==> config.mk <==
export PLATFORM = sky130hd
export DESIGN_NAME = ecp_cell
export DESIGN_NICKNAME = d
export VERILOG_FILES = /design/src/hw/rtl/ecp_pkg.sv /design/src/hw/rtl/ecp_cell.sv
export SDC_FILE = /design/constraint.sdc
export NUM_CORES = 1
export LEC_CHECK = 0
export BUFFER_PORTS_ARGS = -buffer_cell sky130_fd_sc_hd__clkbuf_2
export CAP_MARGIN = 20
export CORE_AREA = 2 2 575 577
export CTS_BUF_LIST = sky130_fd_sc_hd__clkbuf_8
export CTS_CLUSTER_DIAMETER = 200
export CTS_CLUSTER_SIZE = 30
export DETAILED_ROUTE_END_ITERATION = 12
export DIE_AREA = 0 0 577 579
export PLACE_DENSITY = 0.34
export SYNTH_ARGS = -nofsm -noshare
export SYNTH_HDL_FRONTEND = slang
export SYNTH_SLANG_ARGS = --single-unit
==> constraint.sdc <==
create_clock -name clock -period 8.1 [get_ports clock]
set_input_delay 0.81 -clock clock [delete_from_list [all_inputs] [get_ports clock]]
set_output_delay 0.81 -clock clock [all_outputs]
set_load 0.03 [all_outputs]
==> src/hw/rtl/ecp_pkg.sv <==
package ecp_pkg;

   localparam int WORD_BITS = 32;
   localparam int FRAC_BITS = 16;
   localparam int COEF_BITS = WORD_BITS - 1;
   localparam int DIV_BITS  = 2 * WORD_BITS;
   localparam int REM_BITS  = WORD_BITS + 1;
   localparam int LANES     = 4;
   localparam int KE_LANE   = 3;
   localparam int LO_BITS   = 32;
   localparam int HI_BITS   = WORD_BITS + FRAC_BITS - LO_BITS;
   localparam int PROD_BITS = LO_BITS + HI_BITS + COEF_BITS;

   localparam logic [COEF_BITS-1:0] COEF_RESET = COEF_BITS'(163840);
   localparam logic [DIV_BITS-1:0]  SIGN_MAG   = DIV_BITS'(1) << (WORD_BITS - 1);
   localparam logic [DIV_BITS-1:0]  POS_MAX    = SIGN_MAG - DIV_BITS'(1);

   typedef logic signed [WORD_BITS-1:0] word_type;

   // one division transaction as it travels down the cell row
   typedef struct packed {
      logic                             valid;
      logic                             bad;
      logic [WORD_BITS-1:0]             density;
      logic [WORD_BITS-1:0]             rmag;
      logic [2:0]                       mneg;
      logic                             eneg;
      logic [WORD_BITS-1:0]             emag;
      logic [LANES-1:0][DIV_BITS-1:0]   num;
      logic [LANES-1:0][REM_BITS-1:0]   rem;
      logic [LANES-1:0][DIV_BITS-1:0]   quo;
   } div_type;

   typedef struct packed {
      logic                 sat;
      logic [WORD_BITS-1:0] word;
   } clip_type;

   // two's complement word to magnitude
   function automatic logic [WORD_BITS-1:0] magnitude(input logic [WORD_BITS-1:0] v);
      return v[WORD_BITS-1] ? (~v + WORD_BITS'(1)) : v;
   endfunction

   // sign and magnitude to a saturated word
   function automatic clip_type clip(input logic [DIV_BITS-1:0] mag, input logic neg);
      clip_type r;
      r.sat = 1'b0;
      if (neg) begin
         if (mag > SIGN_MAG) begin
            r.sat  = 1'b1;
            r.word = SIGN_MAG[WORD_BITS-1:0];
         end else begin
            r.word = ~mag[WORD_BITS-1:0] + WORD_BITS'(1);
         end
      end else begin
         if (mag > POS_MAX) begin
            r.sat  = 1'b1;
            r.word = POS_MAX[WORD_BITS-1:0];
         end else begin
            r.word = mag[WORD_BITS-1:0];
         end
      end
      return r;
   endfunction

endpackage

==> src/hw/rtl/ecp_cell.sv <==
module ecp_cell (
   input  logic             clock,
   input  logic             reset,
   input  logic             en,
   input  ecp_pkg::div_type in,
   output ecp_pkg::div_type out
);

   ecp_pkg::div_type              out_in;
   ecp_pkg::div_type              out_ff;
   logic [ecp_pkg::REM_BITS-1:0]  divisor;
   logic [ecp_pkg::REM_BITS:0]    trial;

   // one restoring quotient bit for every lane
   always_comb begin
      out_in  = in;
      divisor = '0;
      trial   = '0;
      for (int k = 0; k < ecp_pkg::LANES; k++) begin
         if (k == ecp_pkg::KE_LANE) begin
            divisor = {in.rmag, 1'b0};
         end else begin
            divisor = {1'b0, in.rmag};
         end
         trial = {in.rem[k], in.num[k][ecp_pkg::DIV_BITS-1]};
         out_in.num[k] = in.num[k] << 1;
         if (trial >= {1'b0, divisor}) begin
            out_in.rem[k] = ecp_pkg::REM_BITS'(trial - {1'b0, divisor});
            out_in.quo[k] = {in.quo[k][ecp_pkg::DIV_BITS-2:0], 1'b1};
         end else begin
            out_in.rem[k] = trial[ecp_pkg::REM_BITS-1:0];
            out_in.quo[k] = {in.quo[k][ecp_pkg::DIV_BITS-2:0], 1'b0};
         end
      end
   end

   always_ff @(posedge clock) begin
      if (reset) begin
         out_ff.valid <= 1'b0;
      end else if (en) begin
         out_ff.valid <= out_in.valid;
      end
      if (en) begin
         out_ff.bad     <= out_in.bad;
         out_ff.density <= out_in.density;
         out_ff.rmag    <= out_in.rmag;
         out_ff.mneg    <= out_in.mneg;
         out_ff.eneg    <= out_in.eneg;
         out_ff.emag    <= out_in.emag;
         out_ff.num     <= out_in.num;
         out_ff.rem     <= out_in.rem;
         out_ff.quo     <= out_in.quo;
      end
   end

   assign out = out_ff;

endmodule

After elaboration in Yosys (flattened, before gate mapping) --
Cells that the tools add are included.
Storage, ports and cells: register bits after elaboration 742, bits of input ports 749, output and inout port bits 746, word-level logic and storage cells 35
Operators by class: $add $sub $neg 4, $lt $le $gt $ge 4, muxes and demuxes 8
Operators with widths (count):
- 33-bit two-way mux | 4
- 34-bit by 32-bit greater-or-equal comparator with 1-bit output | 3
- 33-bit by 32-bit subtractor with 33-bit output | 3
- 34-bit by 33-bit greater-or-equal comparator with 1-bit output | 1
- 33-bit subtractor | 1
- 1-bit two-way mux | 4

Depth between registers and ports, before layout --
word-level depth 2, depth in mapped cells 15, depth with buffers taken out 13

Least setup slack after synthesis --
No wires, ideal clock.
kind input to register, from input in[451] (netlist bit), to register out_ff, in the netlist out[284] (data pin), library setup time 260 ps, arrival time 3339 ps, data required time 7840 ps, setup slack 4501 ps, cell stages on the path 13, buffers on the path 0, cell sequence inv_1 > ha_1 > inv_1 > fa_1 > a21o_1 > a311o_1 > a211o_1 > nand2_2 > a31oi_4 > or4_4 > a31oi_4 > xnor2_1 > mux2_4
RTL lines:
- start, declared | RTL line ecp_cell.sv:5 | input ecp_pkg::div_type in,
- end, declared | RTL line ecp_cell.sv:10 | ecp_pkg::div_type out_ff;

==> results.md <==
- Area of the multi-input gates: 7849 um2
- Avg WL per Cell: between 30 and 40 um
- CP endpoint kind: flip-flop
- H-tree Lvls: 2
- DR vias/cell: between 3 and 4
- Hold WS: 0.1351 ns
- Worst reg-to-reg path cell count: 2
- VDD IR-drop max: 0.0001429 V
- Clock Skew: 0 ns
- Routing usage on met2: a little under a third
- RePlAce Congestion: approximately 0.84
- Skew-Pair Late Insertion Delay: a little under 0.9 ns
- Sink Count: 742
- Via count: 27340
- Final Power: 0.009819 W
- Sequential Area: 22270 um2
- Fillers: about 37000
- CTS tree: built
- Cell Chain, Critical Path: dlygate4sd3_1 > clkbuf_2 > inv_1 > buf_4 > ha_1 > a21oi_1 > o21ai_0 > a211oi_1 > a21oi_1 > nor3_2 > o21ai_1 > a21o_2 > buf_4 > mux2_1
- Setup TNS: 0 ns
- Most frequent cells in the layout: clkbuf_2, edfxtp_1, dlygate4sd3_1
- Slowest library cell on the worst path: dlygate4sd3_1
- Area growth syn-to-layout: 64.20%
- Sequential share of the synthesized area: 72.86%
- Core area: 328700 um2
- Synth Register Bits: 742
- Hold path startpoint: in[513]
- PortBufs: around 1500
- Row count: 211
- Post-DRT Antenna Nets: 0
- Tot GR Track Use: 16.30%
- Vias in the first global route: ~27000
- Pin count of the biggest net entering global routing: 154
- Main flop type after synthesis: edfxtp_1
- CTS buffer count: 36
- Tmin final: 4.720 ns
- Leakage: 20.06 nW
- Root buffer cell: clkbuf_8
- Max_cap viols: 0
- Max Buffers Root-to-Sink: 3
- Boundary pin count: 1495
- Final count of negative-setup-slack endpoints: 0
- Met1 usage: 17.56%
- Final core utilization: 15.27%
- Slowest stage delay, CP: around 0.54 ns
- Die Span Y: 579 um
- Setup repair bufs after CTS: 0
- # DRC: 0
- Number of warnings issued by yosys: 0
- GR peak layer: met2
- Hold EP: out[514]$_DFFE_PP_
- DR pass1 iterations: 5
- CP arrival: 5.37 ns
- Reg2Reg Setup Slack: 7.51 ns
- Final Slew Violations: 0
- Post-synthesis area per instance: 15.33 um2
- Number of synthesized flops with an enable pin: 741
- HPWL after DPL: approximately 250 mm
- Launch point of the worst reg-to-reg path: out[745]$_SDFFE_PP0P_
- Worst Tran Pin Value: 1.178 ns
- Crit start category: primary input
- Setup WS pre-CTS: about 2.9 ns
- Initial core utilization: around a tenth
- Status: finished clean
- Fin nets: 4951
- R2R Path End: out[745]$_SDFFE_PP0P_
- Mapped cell area: around 31000 um2
- Global-route wire length before repair: 338.9 mm
- Number of flip-flops under the largest register name: between 700 and 800
- Fraction of layout cells with a size suffix above 1: 39.73%
- Worst Hold Class: primary input to flip-flop
- Synth cell types: 80
- Slew Limit Headroom: 21.45%
- Commonest non-fill, non-tap cell in the layout: clkbuf_2
- Initial antenna violation count: 254
- Die area: between 300000 and 400000 um2
- Worst setup margin: between 3 and 4 ns
- Async set or reset register ratio after synthesis: 0%
- Final Hold Vio Count: 0
- Drt initial violations: 1852
- Min-Delay Path Depth: 1
- Fmax: 211.8 MHz
- PD cells: 195.6 nW/um2
- Chip Width: 577 um
- Crit path kind: primary input to flip-flop
- Syn Inst Count: 1994
- Worst path required time: slightly below 9 ns
- GR Overflow Total: 0
- Final Cycle Share: 58.28%
- Critical Path Fanout Max: 38
- Worst-path clk slew: 0.20 ns
- Unrepaired setup endpoints after global routing: no
- Met3 GRT Util: approximately 5.3%
- WL final: 285.3 mm
## stage by stage
stage	area [um2]	cells
6_report	50190	8530
2_1_floorplan	30580	1997
3_5_place_dp	43610	7835
5_1_grt	50110	8497
4_1_cts	50000	8454
3_3_place_gp	43610	7835
## worst max-delay path, delay by kind of cell
family | cells | cell delay [ns]
AOI/OAI and AO/OA | 6 | 1.81
and+or+nand+nor | 1 | 0.31
buffers and inverters | 5 | 1.70
muxes | 1 | 0.33
adders and majority gates | 1 | 0.34
## cell type report
type,instances,area share [%]
inverter,62,0.4637
timing repair buffer,2087,26.76
clock buffer,36,0.9871
antenna,76,0.3789
clock inverter,20,0.5210
tap,4366,10.88
sequential,742,44.37
multi-input combinational,1141,15.64
## where the power goes
| group | switching (W) | leakage (nW) | internal (W) | total (W) |
|---|---|---|---|---|
| logic | 0.00210 | 12.4 | 0.000840 | 0.00294 |
| clock network | 0.00160 | 0.380 | 0.000481 | 0.00208 |
| registers | 0.000147 | 7.26 | 0.00465 | 0.00480 |
## layer usage
metal	up-vias	wire length (um)
li1	11830	-
met1	13680	104000
met2	1389	149100
met3	383	23220
met4	64	8535
met5	-	445
## logic make-up after synthesis
kind of cell	after synthesis	synth area share, %
adders and majority gates	132	5.501
other	1	0.01227
and+or+nand+nor	384	5.911
DFF	742	72.86
xor gates and xnor gates	107	3.066
muxes	35	1.326
buffers and inverters	114	1.559
AOI/OAI and AO/OA	479	9.766
## how the worst max path moves through the flow
| stage | start | to | slack, ns | cells after the start |
|---|---|---|---|---|
| 2_1_floorplan | in[451] | out[284]$_DFFE_PP_ | 4.50 | 13 |
| 3_3_place_gp | in[689] | out[290]$_DFFE_PP_ | 2.83 | 13 |
| 3_5_place_dp | in[689] | out[293]$_DFFE_PP_ | 2.88 | 13 |
| 4_1_cts | in[689] | out[290]$_DFFE_PP_ | 3.37 | 14 |
| 5_1_grt | in[682] | out[323]$_DFFE_PP_ | 3.28 | 13 |
| 6_report | in[689] | out[297]$_DFFE_PP_ | 3.38 | 14 |
## cell usage after synthesis, drive strengths merged (22+ instances only)
library cell | count | area, um2
inv | 62 | 232.7
clkbuf | 30 | 113.9
xnor2 | 64 | 560.5
mux2 | 32 | 375.4
a211oi | 24 | 185.2
nand4 | 22 | 143.9
xor2 | 43 | 376.6
ha | 128 | 1602
edfxtp | 741 | 22250
a21oi | 164 | 824.5
o21ai | 125 | 629.4
nor2 | 104 | 390.4
buf | 22 | 130.1
a21o | 61 | 457.9
nand2 | 134 | 505.5
nand3 | 28 | 140.1
## what timing repair did
action / CTS / global route
hold buffers: 563 / 0
hold endpoints to repair: 563 / 0
gates resized for setup: 0 / 0
Note: power is estimated with default switching activity, not from simulation.
