[src/hw/rtl/ecp_pkg.sv]
package ecp_pkg;

   localparam int WORD_BITS = 32;
   localparam int FRAC_BITS = 16;
   localparam int COEF_BITS = WORD_BITS - 1;
   localparam int DIV_BITS  = 2 * WORD_BITS;
   localparam int REM_BITS  = WORD_BITS + 1;
   localparam int LANES     = 4;
   localparam int KE_LANE   = 3;
   localparam int LO_BITS   = 32;
   localparam int HI_BITS   = WORD_BITS + FRAC_BITS - LO_BITS;
   localparam int PROD_BITS = LO_BITS + HI_BITS + COEF_BITS;

   localparam logic [COEF_BITS-1:0] COEF_RESET = COEF_BITS'(163840);
   localparam logic [DIV_BITS-1:0]  SIGN_MAG   = DIV_BITS'(1) << (WORD_BITS - 1);
   localparam logic [DIV_BITS-1:0]  POS_MAX    = SIGN_MAG - DIV_BITS'(1);

   typedef logic signed [WORD_BITS-1:0] word_type;

   // one division transaction as it travels down the cell row
   typedef struct packed {
      logic                             valid;
      logic                             bad;
      logic [WORD_BITS-1:0]             density;
      logic [WORD_BITS-1:0]             rmag;
      logic [2:0]                       mneg;
      logic                             eneg;
      logic [WORD_BITS-1:0]             emag;
      logic [LANES-1:0][DIV_BITS-1:0]   num;
      logic [LANES-1:0][REM_BITS-1:0]   rem;
      logic [LANES-1:0][DIV_BITS-1:0]   quo;
   } div_type;

   typedef struct packed {
      logic                 sat;
      logic [WORD_BITS-1:0] word;
   } clip_type;

   // two's complement word to magnitude
   function automatic logic [WORD_BITS-1:0] magnitude(input logic [WORD_BITS-1:0] v);
      return v[WORD_BITS-1] ? (~v + WORD_BITS'(1)) : v;
   endfunction

   // sign and magnitude to a saturated word
   function automatic clip_type clip(input logic [DIV_BITS-1:0] mag, input logic neg);
      clip_type r;
      r.sat = 1'b0;
      if (neg) begin
         if (mag > SIGN_MAG) begin
            r.sat  = 1'b1;
            r.word = SIGN_MAG[WORD_BITS-1:0];
         end else begin
            r.word = ~mag[WORD_BITS-1:0] + WORD_BITS'(1);
         end
      end else begin
         if (mag > POS_MAX) begin
            r.sat  = 1'b1;
            r.word = POS_MAX[WORD_BITS-1:0];
         end else begin
            r.word = mag[WORD_BITS-1:0];
         end
      end
      return r;
   endfunction

endpackage

[src/hw/rtl/ecp_post.sv]
module ecp_post (
   input  logic                           clock,
   input  logic                           reset,
   input  logic                           en,
   input  logic [ecp_pkg::COEF_BITS-1:0]  coef,
   input  ecp_pkg::div_type               in,
   output logic                           out_valid,
   output logic [ecp_pkg::WORD_BITS-1:0]  density_out,
   output logic [ecp_pkg::WORD_BITS-1:0]  vel_x,
   output logic [ecp_pkg::WORD_BITS-1:0]  vel_y,
   output logic [ecp_pkg::WORD_BITS-1:0]  vel_z,
   output logic [ecp_pkg::WORD_BITS-1:0]  pressure,
   output logic                           bad_density,
   output logic                           saturated
);

   logic [2:0]                          valid_ff;
   logic [1:0]                          bad_ff;
   logic [1:0][ecp_pkg::WORD_BITS-1:0]  density_ff;
   logic [1:0][2:0]                     mneg_ff;
   logic [1:0][2:0][ecp_pkg::DIV_BITS-1:0] vq_ff;
   logic [1:0]                          dneg_ff;
   logic [1:0]                          big_ff;
   logic [ecp_pkg::LO_BITS-1:0]         lo_ff;
   logic [ecp_pkg::HI_BITS-1:0]         hi_ff;
   logic                                czero_ff;
   logic [ecp_pkg::LO_BITS+ecp_pkg::COEF_BITS-1:0] plo_ff;
   logic [ecp_pkg::HI_BITS+ecp_pkg::COEF_BITS-1:0] phi_ff;
   logic [ecp_pkg::DIV_BITS-1:0]        ke;
   logic [ecp_pkg::DIV_BITS-1:0]        emag_w;
   logic [ecp_pkg::DIV_BITS-1:0]        dmag;
   logic                                dneg;
   logic [ecp_pkg::PROD_BITS-1:0]       prod;
   logic [ecp_pkg::DIV_BITS-1:0]        pmag;
   ecp_pkg::clip_type                   cx, cy, cz, cp;
   logic [ecp_pkg::WORD_BITS-1:0]       vel_x_ff, vel_y_ff, vel_z_ff, pressure_ff;
   logic [ecp_pkg::WORD_BITS-1:0]       density_out_ff;
   logic                                bad_density_ff, saturated_ff;

   // internal energy as sign and magnitude
   always_comb begin
      ke     = in.quo[ecp_pkg::KE_LANE];
      emag_w = ecp_pkg::DIV_BITS'(in.emag);
      if (in.eneg) begin
         dneg = 1'b1;
         dmag = emag_w + ke;
      end else if (emag_w >= ke) begin
         dneg = 1'b0;
         dmag = emag_w - ke;
      end else begin
         dneg = 1'b1;
         dmag = ke - emag_w;
      end
   end

   // pressure product and final clipping
   always_comb begin
      prod = (ecp_pkg::PROD_BITS'(phi_ff) << ecp_pkg::LO_BITS) + ecp_pkg::PROD_BITS'(plo_ff);
      pmag = ecp_pkg::DIV_BITS'(prod >> ecp_pkg::FRAC_BITS);
      if (big_ff[1] && !czero_ff) begin
         pmag = '1;
      end
      cx = ecp_pkg::clip(vq_ff[1][0], mneg_ff[1][0]);
      cy = ecp_pkg::clip(vq_ff[1][1], mneg_ff[1][1]);
      cz = ecp_pkg::clip(vq_ff[1][2], mneg_ff[1][2]);
      cp = ecp_pkg::clip(pmag, dneg_ff[1]);
   end

   always_ff @(posedge clock) begin
      if (reset) begin
         valid_ff <= '0;
      end else if (en) begin
         valid_ff <= {valid_ff[1:0], in.valid};
      end
      if (en) begin
         // difference stage
         bad_ff[0]     <= in.bad;
         density_ff[0] <= in.density;
         mneg_ff[0]    <= in.mneg;
         vq_ff[0]      <= in.quo[2:0];
         dneg_ff[0]    <= dneg;
         big_ff[0]     <= |dmag[ecp_pkg::DIV_BITS-1:ecp_pkg::LO_BITS+ecp_pkg::HI_BITS];
         lo_ff         <= dmag[ecp_pkg::LO_BITS-1:0];
         hi_ff         <= dmag[ecp_pkg::LO_BITS+ecp_pkg::HI_BITS-1:ecp_pkg::LO_BITS];
         // multiply stage
         bad_ff[1]     <= bad_ff[0];
         density_ff[1] <= density_ff[0];
         mneg_ff[1]    <= mneg_ff[0];
         vq_ff[1]      <= vq_ff[0];
         dneg_ff[1]    <= dneg_ff[0];
         big_ff[1]     <= big_ff[0];
         czero_ff      <= (coef == '0);
         plo_ff        <= (ecp_pkg::LO_BITS+ecp_pkg::COEF_BITS)'(lo_ff) *
                          (ecp_pkg::LO_BITS+ecp_pkg::COEF_BITS)'(coef);
         phi_ff        <= (ecp_pkg::HI_BITS+ecp_pkg::COEF_BITS)'(hi_ff) *
                          (ecp_pkg::HI_BITS+ecp_pkg::COEF_BITS)'(coef);
         // result register
         density_out_ff <= density_ff[1];
         bad_density_ff <= bad_ff[1];
         if (bad_ff[1]) begin
            vel_x_ff     <= '0;
            vel_y_ff     <= '0;
            vel_z_ff     <= '0;
            pressure_ff  <= '0;
            saturated_ff <= 1'b0;
         end else begin
            vel_x_ff     <= cx.word;
            vel_y_ff     <= cy.word;
            vel_z_ff     <= cz.word;
            pressure_ff  <= cp.word;
            saturated_ff <= cx.sat || cy.sat || cz.sat || cp.sat;
         end
      end
   end

   assign out_valid   = valid_ff[2];
   assign density_out = density_out_ff;
   assign vel_x       = vel_x_ff;
   assign vel_y       = vel_y_ff;
   assign vel_z       = vel_z_ff;
   assign pressure    = pressure_ff;
   assign bad_density = bad_density_ff;
   assign saturated   = saturated_ff;

endmodule
[config.mk]
export PLATFORM = sky130hd
export DESIGN_NAME = ecp_post
export DESIGN_NICKNAME = d
export VERILOG_FILES = /design/src/hw/rtl/ecp_pkg.sv /design/src/hw/rtl/ecp_post.sv
export SDC_FILE = /design/constraint.sdc
export NUM_CORES = 2
export LEC_CHECK = 0
export ABC_AREA = 1
export BUFFER_PORTS_ARGS = -buffer_cell sky130_fd_sc_hd__buf_2
export CAP_MARGIN = 20
export CORE_MARGIN = 2
export CORE_UTILIZATION = 45
export CTS_CLUSTER_DIAMETER = 50
export DETAILED_ROUTE_END_ITERATION = 10
export PLACE_DENSITY_LB_ADDON = 0.15
export SLEW_MARGIN = 10
export SYNTH_ARGS = -nofsm -noshare
export SYNTH_HDL_FRONTEND = slang
export SYNTH_SLANG_ARGS = --single-unit
[constraint.sdc]
create_clock -name clock -period 8.9 [get_ports clock]
set_clock_uncertainty 0.05 [all_clocks]
set_input_delay 1.78 -clock clock [delete_from_list [all_inputs] [get_ports clock]]
set_output_delay 1.78 -clock clock [all_outputs]
set_load 0.05 [all_outputs]
=== Word-level counts from Yosys, hierarchy flattened ===
Cells that the tools add are included.

* Add/sub/neg operators: 8
* $mul: 2
* Magnitude comparators: 9
* Multiplexer cells: 24
* Bitwise logic cells: 4
* Reduce and logical (&&, ||, !) cells: 7

{| class="wikitable"
|+ Operators by type and width
! operator !! count
|-
| greater-than comparator 64 x 31 -> 1 bit (second input constant) || 4
|-
| greater-than comparator 64 x 32 -> 1 bit (second input constant) || 4
|-
| 2-to-1 mux 32 bit || 8
|-
| 2-to-1 mux 64 bit || 3
|-
| 2-to-1 mux 33 bit || 4
|-
| adder 32 x 1 -> 32 bit (second input constant) || 4
|-
| inverter 32 bit || 4
|-
| adder 79 x 63 -> 79 bit || 1
|-
| adder 32 x 64 -> 64 bit || 1
|-
| >= comparator 32 x 64 -> 1 bit || 1
|-
| subtractor 32 x 64 -> 64 bit || 1
|-
| subtractor 64 x 32 -> 64 bit || 1
|-
| multiplier 32 x 31 -> 63 bit || 1
|-
| multiplier 16 x 31 -> 47 bit || 1
|-
| logical NOT 31 bit || 1
|-
| OR reduction 16 bit || 1
|-
| 2-to-1 mux 1 bit || 9
|-
| logical OR 1 bit || 3
|-
| logical AND 1 bit || 1
|-
| logical NOT 1 bit || 1
|}

* Register bits: 784

=== Longest topological paths before layout ===
* Word-level depth: 8
* Depth in mapped cells: 32

=== Least setup slack after synthesis ===
Ideal clock, no wire load.

* Path type: in2reg
* Start point: in coef[9] (netlist name)
* End point: reg plo_ff[59] (netlist name) (data pin)
* Setup time: 0.252 ns
* Arrival: 8.234 ns
* Path slack: 0.364 ns
* Stages on the path: 27
* Cell sequence: clkbuf_1 clkbuf_1 nand2_1 fa_1 inv_1 fa_1 fa_1 inv_1 fa_1 inv_1 fa_1 fa_1 fa_1 inv_1 fa_1 inv_1 ha_1 nand2_1 nor4_1 nand2_1 o21bai_1 a21o_1 nand2_1 a31oi_1 a21oi_1 nand2_1 nand2_1

* Cells in the longest elaborated chain, start to end: 1

{| class="wikitable"
|+ RTL lines
! item !! line !! text
|-
| start, declared || ecp_post.sv:5 || <nowiki>input logic [ecp_pkg::COEF_BITS-1:0] coef,</nowiki>
|-
| multiplier 32 x 31 -> 63 bit || ecp_post.sv:93 || <nowiki>plo_ff <= (ecp_pkg::LO_BITS+ecp_pkg::COEF_BITS)'(lo_ff) *</nowiki>
|-
| end signal, assigned || ecp_post.sv:93 ||
|-
| end, declared || ecp_post.sv:27 || <nowiki>logic [ecp_pkg::LO_BITS+ecp_pkg::COEF_BITS-1:0] plo_ff;</nowiki>
|}

Every way passes these cells.
A chain may end at the register's enable or synchronous reset.

=== Final worst setup path ===
* Start point: in coef[8] (netlist name)
* End point: reg plo_ff[50] (netlist name) (data pin)

The elaborated chain is that of the path after synthesis.

==> results.tsv <==
stage	metric	value	unit
synthesis	synth-seq-cells	768	
synthesis	synth_top_family_by_area	adder cells	
clock_tree	clock_path_buffers	3	
global_routing	grt_first_pass_wirelength	433000	um
job	cap_violations	0	
timing	hold_viol	0	
finish	final_cell_mix	inv_1, nand2_1, fa_1	
clock_tree	clock_latency	0.73	ns
synthesis	ys_seq_area_frac	0.252	
floorplanning	floorplan.core_area	202000	sq um
finish	drive_gt1_frac	0.0889	
finish	fin_cells	14300	
synthesis	synthCells	11100	
global_routing	antenna_found_initial	35	
worst_setup_path	crit_required	9.24	ns
placed_design	placed_cells	14200	
floorplanning	die-area	206000	sq um
timing	final.min_clock_period	8.38	ns
global_routing	grt_max_degree	187	
synthesis	synth_xor_area_frac	0.0238	
worst_setup_path	arrival	8.72	ns
synthesis	yosysWarnings	0	
floorplanning	num_rows	165	
finish	syn_to_final_growth	10.3	%
detailed_routing	drtAntennaViolNets	0	
worst_hold_path	hold_path.class	reg -> reg	
worst_setup_path	startpoint_type	primary input	
synthesis	async_flop_share	0	
synthesis	avgSynthCellArea	8.22	sq um
placed_design	io_buffers	522	
timing	setup_ws	0.523	ns
global_routing	gr-usage-all-layers	0.272	
clock_tree	cts.sinks	768	
global_routing	grt_pass1_vias	76200	
worst_setup_path	cp_max_fo	13	
detailed_routing	wl_per_cell	19.3	um
clock_tree	cts_hold_buffers	0	
floorplanning	io_pins	943	
worst_setup_path	end_kind	flop	
synthesis	ys_top_cells_by_area	fa_1, edfxtp_1, inv_1	
floorplanning	start_util	0.452	
finish	nFillCells	19600	
synthesis	synth_flop_cell	edfxtp_1	
finish	mostFrequentLayoutCell	inv_1	
synthesis	synth_top_cell_by_area	fa_1	
clock_tree	post_cts_resized	0	
finish	fin_nets	14100	
detailed_routing	drt-vias-per-instance	5.11	
timing	grt_setup_unrepaired	no	
floorplanning	die_w	454	um
clock_tree	numCtsBuffers	88	
detailed_routing	first_pass_iters	7	
synthesis	synth_cell_types	68	
timing	finalSetupTns	0	ns
synthesis	synth_compound_area_frac	0.0584	
synthesis	synth_edf_count	765	
synthesis	synth.area.mux_share	0.000219	
worst_hold_path	worstHoldStart	vq_ff[64]$_DFFE_PP_	
detailed_routing	drt_iter0_markers	5614	
placed_design	post-place-ws	-0.0754	ns
clock_tree	cts_root_buffer	clkbuf_16	
worst_setup_path	r2r_start	lo_ff[8]$_DFFE_PP_	
worst_setup_path	worstSetupPathType	in -> reg	
worst_setup_path	critPathLaunch	coef[8]	
synthesis	yosys.area.top_type_share	0.279	
timing	final.period_utilization	0.941	
timing	maxSlewViolCount	0	
clock_tree	cts_setup_buffers	0	
timing	slew-limit-headroom	0.133	
run_status	status	completed	
clock_tree	ctsHtreeMaxLevel	3	
timing	worst_pin_slew	1.29	ns
detailed_routing	wirelength	277000	um
timing	timing.fmax	119	MHz
floorplanning	die_h	454	um
global_routing	overflow	0	
clock_tree	path_clk_slew	0.06	ns
detailed_routing	drc_errors	0	
synthesis	syn-cell-area	91300	sq um
clock_tree	cts_tree	done	
placed_design	place_hpwl	228000	um
synthesis	synthSimpleGateAreaFrac	0.182	
synthesis	synth_nets	13700	
placed_design	routabilityCongestion	0.976	
detailed_routing	via_count	73300	
synthesis	synthAdderAreaFrac	0.348	
timing	setup_viol	0	
-- worst max-delay path, cell delays in order --
cell	delay [ns]
buf_2	0.31
buf_4	0.29
nand2_1	0.09
inv_1	0.11
fa_1	0.47
fa_1	0.57
inv_1	0.06
fa_1	0.49
fa_1	0.51
inv_1	0.05
fa_1	0.60
fa_1	0.46
fa_1	0.54
inv_1	0.06
fa_1	0.53
inv_1	0.04
ha_1	0.30
a21oi_1	0.14
inv_1	0.08
a31oi_1	0.24
o21ai_0	0.13
a21oi_1	0.13
nand2_1	0.14
a21oi_1	0.28
nor2_1	0.08
nor2_1	0.13
xnor2_1	0.11
-- synthesized netlist by cell type (21+ instances only) --
master / number
o21bai_1: 28
a21oi_1: 463
o21ai_0: 326
buf_2: 26
inv_1: 2817
edfxtp_1: 765
nor3_1: 92
nand4_1: 121
xor2_1: 182
xnor2_1: 66
ha_1: 504
nand2_1: 2670
fa_1: 1273
nor4_1: 45
nand3_1: 332
o211ai_1: 21
buf_1: 80
o21a_1: 23
nor2_2: 30
nor2_1: 717
clkbuf_1: 289
a31oi_1: 34
-- final timing paths --
path                            slack, ns                    to  cells after the start
worst max-delay path                 0.52  plo_ff[50]$_DFFE_PP_                     27
worst max register to register       0.88  plo_ff[39]$_DFFE_PP_                     27
worst min-delay path                 0.36  vq_ff[256]$_DFFE_PP_                      0
worst min register to register       0.36  vq_ff[256]$_DFFE_PP_                      0
-- stage by stage --
step	cell area, sq um	hold WS, ns	utilization
finish	101000	0.363	0.499
detailed placement	97800	0.355	0.484
global route	101000	0.363	0.499
CTS	101000	0.360	0.498
global placement	97800	0.350	0.484
floorplan	91300	0.350	-
-- sequential cells by signal, indices dropped and copies added (netlist names) --
signal,flops
bad_density,1
bad_ff,2
big_ff,2
czero_ff,1
density_ff,64
density_out,32
dneg_ff,2
hi_ff,16
lo_ff,32
mneg_ff,6
phi_ff,47
plo_ff,47
pressure,32
saturated,1
valid_ff,3
vel_x,32
vel_y,32
vel_z,32
vq_ff,384
-- kinds of logic after synthesis --
family	Yosys count
muxes	2
buffers and inverters	3256
adders and majority gates	1777
DFF	768
and+or+nand+nor	4070
AOI/OAI and AO/OA	981
xor gates and xnor gates	248
-- final cells by class --
class | count | area, sq um | share of cell area
tap | 2672 | 3340 | 0.0332
clock buffer | 103 | 2260 | 0.0224
multi-input combinational | 7078 | 55900 | 0.555
clock inverter | 55 | 568 | 0.00564
sequential | 768 | 23000 | 0.229
timing repair buffer | 800 | 4870 | 0.0483
antenna | 16 | 40.0 | 0.000398
inverter | 2843 | 10700 | 0.106
-- metal layers --
layer / global-route usage / part of all wire
met5: 0 / 0.0015
met4: 0.0902 / 0.037
met3: 0.0393 / 0.061
met2: 0.454 / 0.48
met1: 0.364 / 0.42
Power is not shown: default switching activity piles up to over one toggle a cycle in this logic, so the estimate is an artifact.
